`src/hw/rtl/fvnh_pkg.sv`:
```
package fvnh_pkg;

	localparam int MAX_OCTAVES_DEF = 16;
	localparam int FADE_DEPTH_DEF  = 256;

	localparam int CFG_IDX_W = 3;
	localparam int CFG_DATA_W = 32;
	localparam int OCT_W = 5;
	localparam int FADE_W = 17;
	localparam int LAT_W = 18;
	localparam int SMOOTH_W = 20;

	localparam logic signed [31:0] ONE_Q16 = 32'sd65536;
	localparam longint PiQ30 = 64'sd3373259426;
	localparam longint Q30One = 64'sd1073741824;
	localparam longint SeriesDiv [6] = '{64'sd6, 64'sd20, 64'sd42, 64'sd72, 64'sd110, 64'sd156};

	localparam logic [OCT_W-1:0] OCT_RST = 5'd4;
	localparam logic signed [31:0] AMP_RST = 32'sd65536;
	localparam logic signed [31:0] FREQ_RST = 32'sd65536;
	localparam logic signed [31:0] GAIN_RST = 32'sd32768;
	localparam logic signed [31:0] OFFSET_RST = 32'sd65536;

	typedef enum logic [CFG_IDX_W-1:0] {
		CFG_OCTAVES = 3'd0,
		CFG_AMPLITUDE = 3'd1,
		CFG_FREQUENCY = 3'd2,
		CFG_GAIN = 3'd3,
		CFG_OFFSET = 3'd4
	} cfg_idx_t;

	typedef struct packed {
		logic signed [31:0] v;
		logic sat;
	} qmul_t;

	typedef struct packed {
		logic sat;
		logic signed [31:0] nz;
		logic signed [31:0] amp;
		logic signed [31:0] ret;
	} rnd_t;

	typedef struct packed {
		logic sat;
		logic [FADE_W-1:0] fx;
		logic [FADE_W-1:0] fy;
	} ctl_t;

	function automatic qmul_t qmul(input logic signed [31:0] a, input logic signed [31:0] b);
		logic signed [63:0] p;
		logic signed [47:0] s;
		qmul_t r;
		p = 64'(a) * 64'(b);
		s = p[63:16];
		r.sat = !((s[47:31] == '0) || (s[47:31] == '1));
		if (r.sat) begin
			r.v = s[47] ? 32'sh8000_0000 : 32'sh7fff_ffff;
		end else begin
			r.v = s[31:0];
		end
		return r;
	endfunction

	// sin^2 of a Q30 angle by a 13th-order series, rounded to unsigned Q1.16
	function automatic logic [FADE_W-1:0] fade_q16(input longint u);
		longint term;
		longint sum;
		longint s2;
		term = u;
		sum = u;
		for (int k = 1; k <= 6; k++) begin
			term = (term * u) >>> 30;
			term = ((term * u) >>> 30) / SeriesDiv[k-1];
			if ((k & 1) != 0) begin
				sum = sum - term;
			end else begin
				sum = sum + term;
			end
		end
		if (sum < 0) begin
			sum = 0;
		end
		if (sum > Q30One) begin
			sum = Q30One;
		end
		s2 = (sum * sum) >>> 30;
		return FADE_W'((s2 + 64'sd8192) >>> 14);
	endfunction

endpackage

```
`src/hw/rtl/fvnh_hash.sv`:
```
module fvnh_hash (
	input  logic                               clk,
	input  logic [31:0]                        x,
	input  logic [31:0]                        y,
	output logic signed [fvnh_pkg::LAT_W-1:0]  lat
);

	logic [31:0] n0;
	logic [31:0] n_s1;
	logic [31:0] n_s2;
	logic [31:0] nn_s2;
	logic [31:0] n_s3;
	logic [31:0] p_s3;
	logic [31:0] t;
	logic signed [fvnh_pkg::LAT_W-1:0] lat_s4;

	assign n0 = x + 32'(y * 32'd57);
	assign t = 32'(n_s3 * p_s3) + 32'd1376312589;

	always_ff @(posedge clk) begin
		n_s1 <= (n0 << 13) ^ n0;
		n_s2 <= n_s1;
		nn_s2 <= 32'(n_s1 * n_s1);
		n_s3 <= n_s2;
		p_s3 <= 32'(nn_s2 * 32'd15731) + 32'd789221;
		lat_s4 <= 18'sd65536 - signed'({1'b0, t[30:14]});
	end

	assign lat = lat_s4;

endmodule

```
`config.mk`:
```
export PLATFORM = sky130hd
export DESIGN_NAME = fvnh_hash
export DESIGN_NICKNAME = d
export VERILOG_FILES = /design/src/hw/rtl/fvnh_pkg.sv /design/src/hw/rtl/fvnh_hash.sv
export SDC_FILE = /design/constraint.sdc
export NUM_CORES = 2
export LEC_CHECK = 0
export CORE_UTILIZATION = 60
export CTS_CLUSTER_SIZE = 16
export DETAILED_ROUTE_END_ITERATION = 10
export DONT_BUFFER_PORTS = 1
export PLACE_DENSITY = 0.78
export SYNTH_ARGS = -nofsm -noshare
export SYNTH_HDL_FRONTEND = slang
export SYNTH_SLANG_ARGS = --single-unit
```
`constraint.sdc`:
```
create_clock -name clk -period 11.2 [get_ports clk]
set_input_delay 0.56 -clock clk [delete_from_list [all_inputs] [get_ports clk]]
set_output_delay 0.56 -clock clk [all_outputs]
set_load 0.02 [all_outputs]
```
==> results.py <==
metrics = {
    "timing": {
        "worstMarginPinSlew_ns": 1.25,
        "fin_skew_ns": 0.0150,
        "final_hold_viol_count": 0,
        "tns_ns": 0,
        "drv_slew": 0,
        "max_freq_ghz": 0.118,
        "setup_violations": 0,
        "rsz0062_at_grt": "false",
        "relSlewSlack_pct": 16.6,
        "fin_crit_sh_pct": 75.6,
        "period_needed_ns": 8.47,
    },
    "yosys": {
        "seq_area_frac_synth_pct": 8.14,
        "postSynthCellCount": 4374,
        "ys.flop_type": "dfxtp_1",
        "netlist_area_um2": 41800,
        "synth.avg_cell_area_um2": 9.55,
        "yosysUniqueCellTypes": 68,
        "yosys.area.top_type": "fa_1",
        "yosys_warnings": 0,
        "netlist.area_leader.share_pct": 45.1,
        "synth-edff-count": 0,
        "ys_async_sr_fraction_pct": 0,
        "synthTopCellsByArea": "fa_1 (45%), ha_1 (14%), inv_1 (11%), dfxtp_1 (8.1%), and2_1 (5.7%)",
        "synth-seq-cells": 170,
    },
    "route": {
        "drt-initial-drc-count": 1718,
        "drc_errors": 0,
        "drt_wl_total_um": 89300,
        "ant_nets": 0,
        "vias": 28000,
        "vias_per_cell": 5.32,
        "wl_per_cell_um": 17.0,
        "first_pass_iters": 5,
    },
    "min_path": {
        "min_path_type": "input port to flip-flop",
        "hp-start": "x[0]",
    },
    "clocking": {
        "cts_root_buffer": "clkbuf_16",
        "numCtsBuffers": 17,
        "holdBufCountCts": 0,
        "clk_latency_ns": 0.49,
        "post_cts_buffers": 0,
        "cts.sink_count": 170,
        "cts.repair.resized": 0,
        "ctsHtreeMaxLevel": 4,
        "cts.path.max_buffers": 2,
        "cts_tree": "done",
        "clkTransAtPathRegs_ns": 0.08,
    },
    "cells_and_area": {
        "nFillCells": 5514,
        "final_common_cell": "inv_1",
        "syn2layout_area_growth_pct": 3.72,
        "final_cell_mix": "inv_1 (1257), fa_1 (941), ha_1 (456)",
        "nets": 5770,
        "drive_gt1_share_pct": 1.74,
    },
    "die": {
        "io_pins": 83,
        "start_util_pct": 60.8,
        "fp-row-count": 96,
        "core_area_um2": 68700,
        "dieArea_um2": 70700,
        "die_x_um": 266,
        "die_y_um": 266,
    },
    "worst_setup_path": {
        "cp_top_family": "adder cells",
        "cp_slowest_cell": "dfxtp_1",
        "r2r_start": "p_s3[6]",
        "worstPathArrival_ns": 8.85,
        "worstSetupStartpoint": "p_s3[6]",
        "critPathBufInv": 4,
        "critPathRequiredTime_ns": 11.58,
        "cp_common_cell": "fa_1",
        "start_kind": "flip-flop",
        "worst_setup_path_end_kind": "flip-flop",
        "crit_chain": "and2_1 -> fa_1 -> fa_1 -> fa_1 -> inv_1 -> fa_1 -> inv_1 -> fa_1 -> inv_1 -> fa_1 -> inv_1 -> fa_1 -> fa_1 -> ha_1 -> a21oi_1 -> and2_1 -> o2111ai_1 -> o311a_1 -> a21oi_1 -> nand4b_1 -> nor3_1 -> o21ai_0 -> xnor2_1",
        "critPathKind": "flip-flop to flip-flop",
        "cp_max_fo": 25,
        "max_stage_delay_ns": 1.15,
    },
    "placement": {
        "hpwlAfterDp_um": 74200,
        "io_buffers": 0,
        "place_congestion": 0.912,
    },
    "global_routing": {
        "grt_first_pass_wirelength_um": 153000,
        "overflow": 0,
        "grt_max_degree": 34,
        "grt_usage_pct": 27.5,
        "grt_pass1_vias": 31200,
        "antenna_found_initial": 3,
    },
    "run_status": {
        "status": "completed",
    },
    "flow_run": {
        "maxCapViolations": 0,
    },
}
final cells by class:
type | count | area (um2) | area share, %
Tap cell | 931 | 1160 | 2.69
Multi-Input combinational cell | 2835 | 33200 | 76.7
Clock inverter | 14 | 179 | 0.413
Inverter | 1257 | 4720 | 10.9
Timing Repair Buffer | 27 | 203 | 0.468
Clock buffer | 18 | 429 | 0.990
Sequential cell | 170 | 3400 | 7.85
Antenna cell | 1 | 2.50 | 0.00577
registers in the layout (all words and copies together) (netlist names):
name   count
n_s1      31
n_s3      31
n_s2      30
nn_s2     30
p_s3      30
lat       18
worst reg2reg max path: stages (launching register included):
cell and delay, ns:
dfxtp_1 1.15, and2_1 0.30, fa_1 0.45, fa_1 0.49
fa_1 0.51, inv_1 0.05, fa_1 0.47, inv_1 0.06
fa_1 0.51, inv_1 0.06, fa_1 0.52, inv_1 0.05
fa_1 0.39, fa_1 0.47, ha_1 0.39, a21oi_1 0.34
and2_1 0.20, o2111ai_1 0.11, o311a_1 0.19, a21oi_1 0.40
nand4b_1 0.40, nor3_1 0.49, o21ai_0 0.21, xnor2_1 0.16
cell usage after synthesis (7+ instances only):
cell type  count
nand3_1       17
a211oi_1       8
and2_1       379
nand2b_1       8
and3_1        14
nand2_1      363
nor2_1        73
o21bai_1      15
nor3_1        22
ha_1         456
dfxtp_1      170
nor2b_1       11
clkbuf_1     113
xor2_1        39
o211ai_1       7
a21oi_1       69
a21o_1        38
o21ai_0       43
or3_1         10
fa_1         941
a211o_1        8
o21a_1        20
xnor2_1      183
nand4_1        8
inv_1       1257
a31oi_1        9
routing by layer:
| metal | GRT usage [%] | wire, um | vias up |
|---|---|---|---|
| li1 | - | - | 12700 |
| met1 | 34.0 | 35400 | 14200 |
| met2 | 48.9 | 45400 | 878 |
| met3 | 4.53 | 5830 | 203 |
| met4 | 9.37 | 2750 | 2 |
| met5 | 0 | 13 | - |
final timing paths:
kind              end  slack [ns]  depth (start not counted)
max           lat[14]        2.73                         23
min           n_s1[0]        0.26                          1
max reg2reg   lat[14]        2.73                         23
min reg2reg  n_s3[11]        0.33                          0
through the flow:
stage               area (um2)  utilization (%)  cells  hold WS (ns)  worst slack (ns)
floorplan                41800                -   4376         0.310              3.95
CTS                      43300             63.1   5252         0.237              2.80
finish                   43300             63.1   5253         0.259              2.73
detailed placement       42700             62.2   5220         0.312              2.84
global placement         42700             62.2   5220         0.310              2.95
global route             43300             63.1   5252         0.244              2.27
kinds of logic (layout without fill, tap and decap cells):
logic type                 count (synthesis)  after routing  synth area share, %
buffers and inverters                   1371           1316                 12.3
and+or+nand+nor                          931            931                 11.3
AOI/OAI and AO/OA                        276            276                 4.59
muxes                                      2              2               0.0479
other                                      2              5               0.0180
adders and majority gates               1397           1397                 58.7
xor gates and xnor gates                 225            225                 4.81
DFF                                      170            170                 8.14
Power is left out: the tool's default activity adds up to more than one toggle a clock period on the data nets, which glitch-free logic cannot reach.
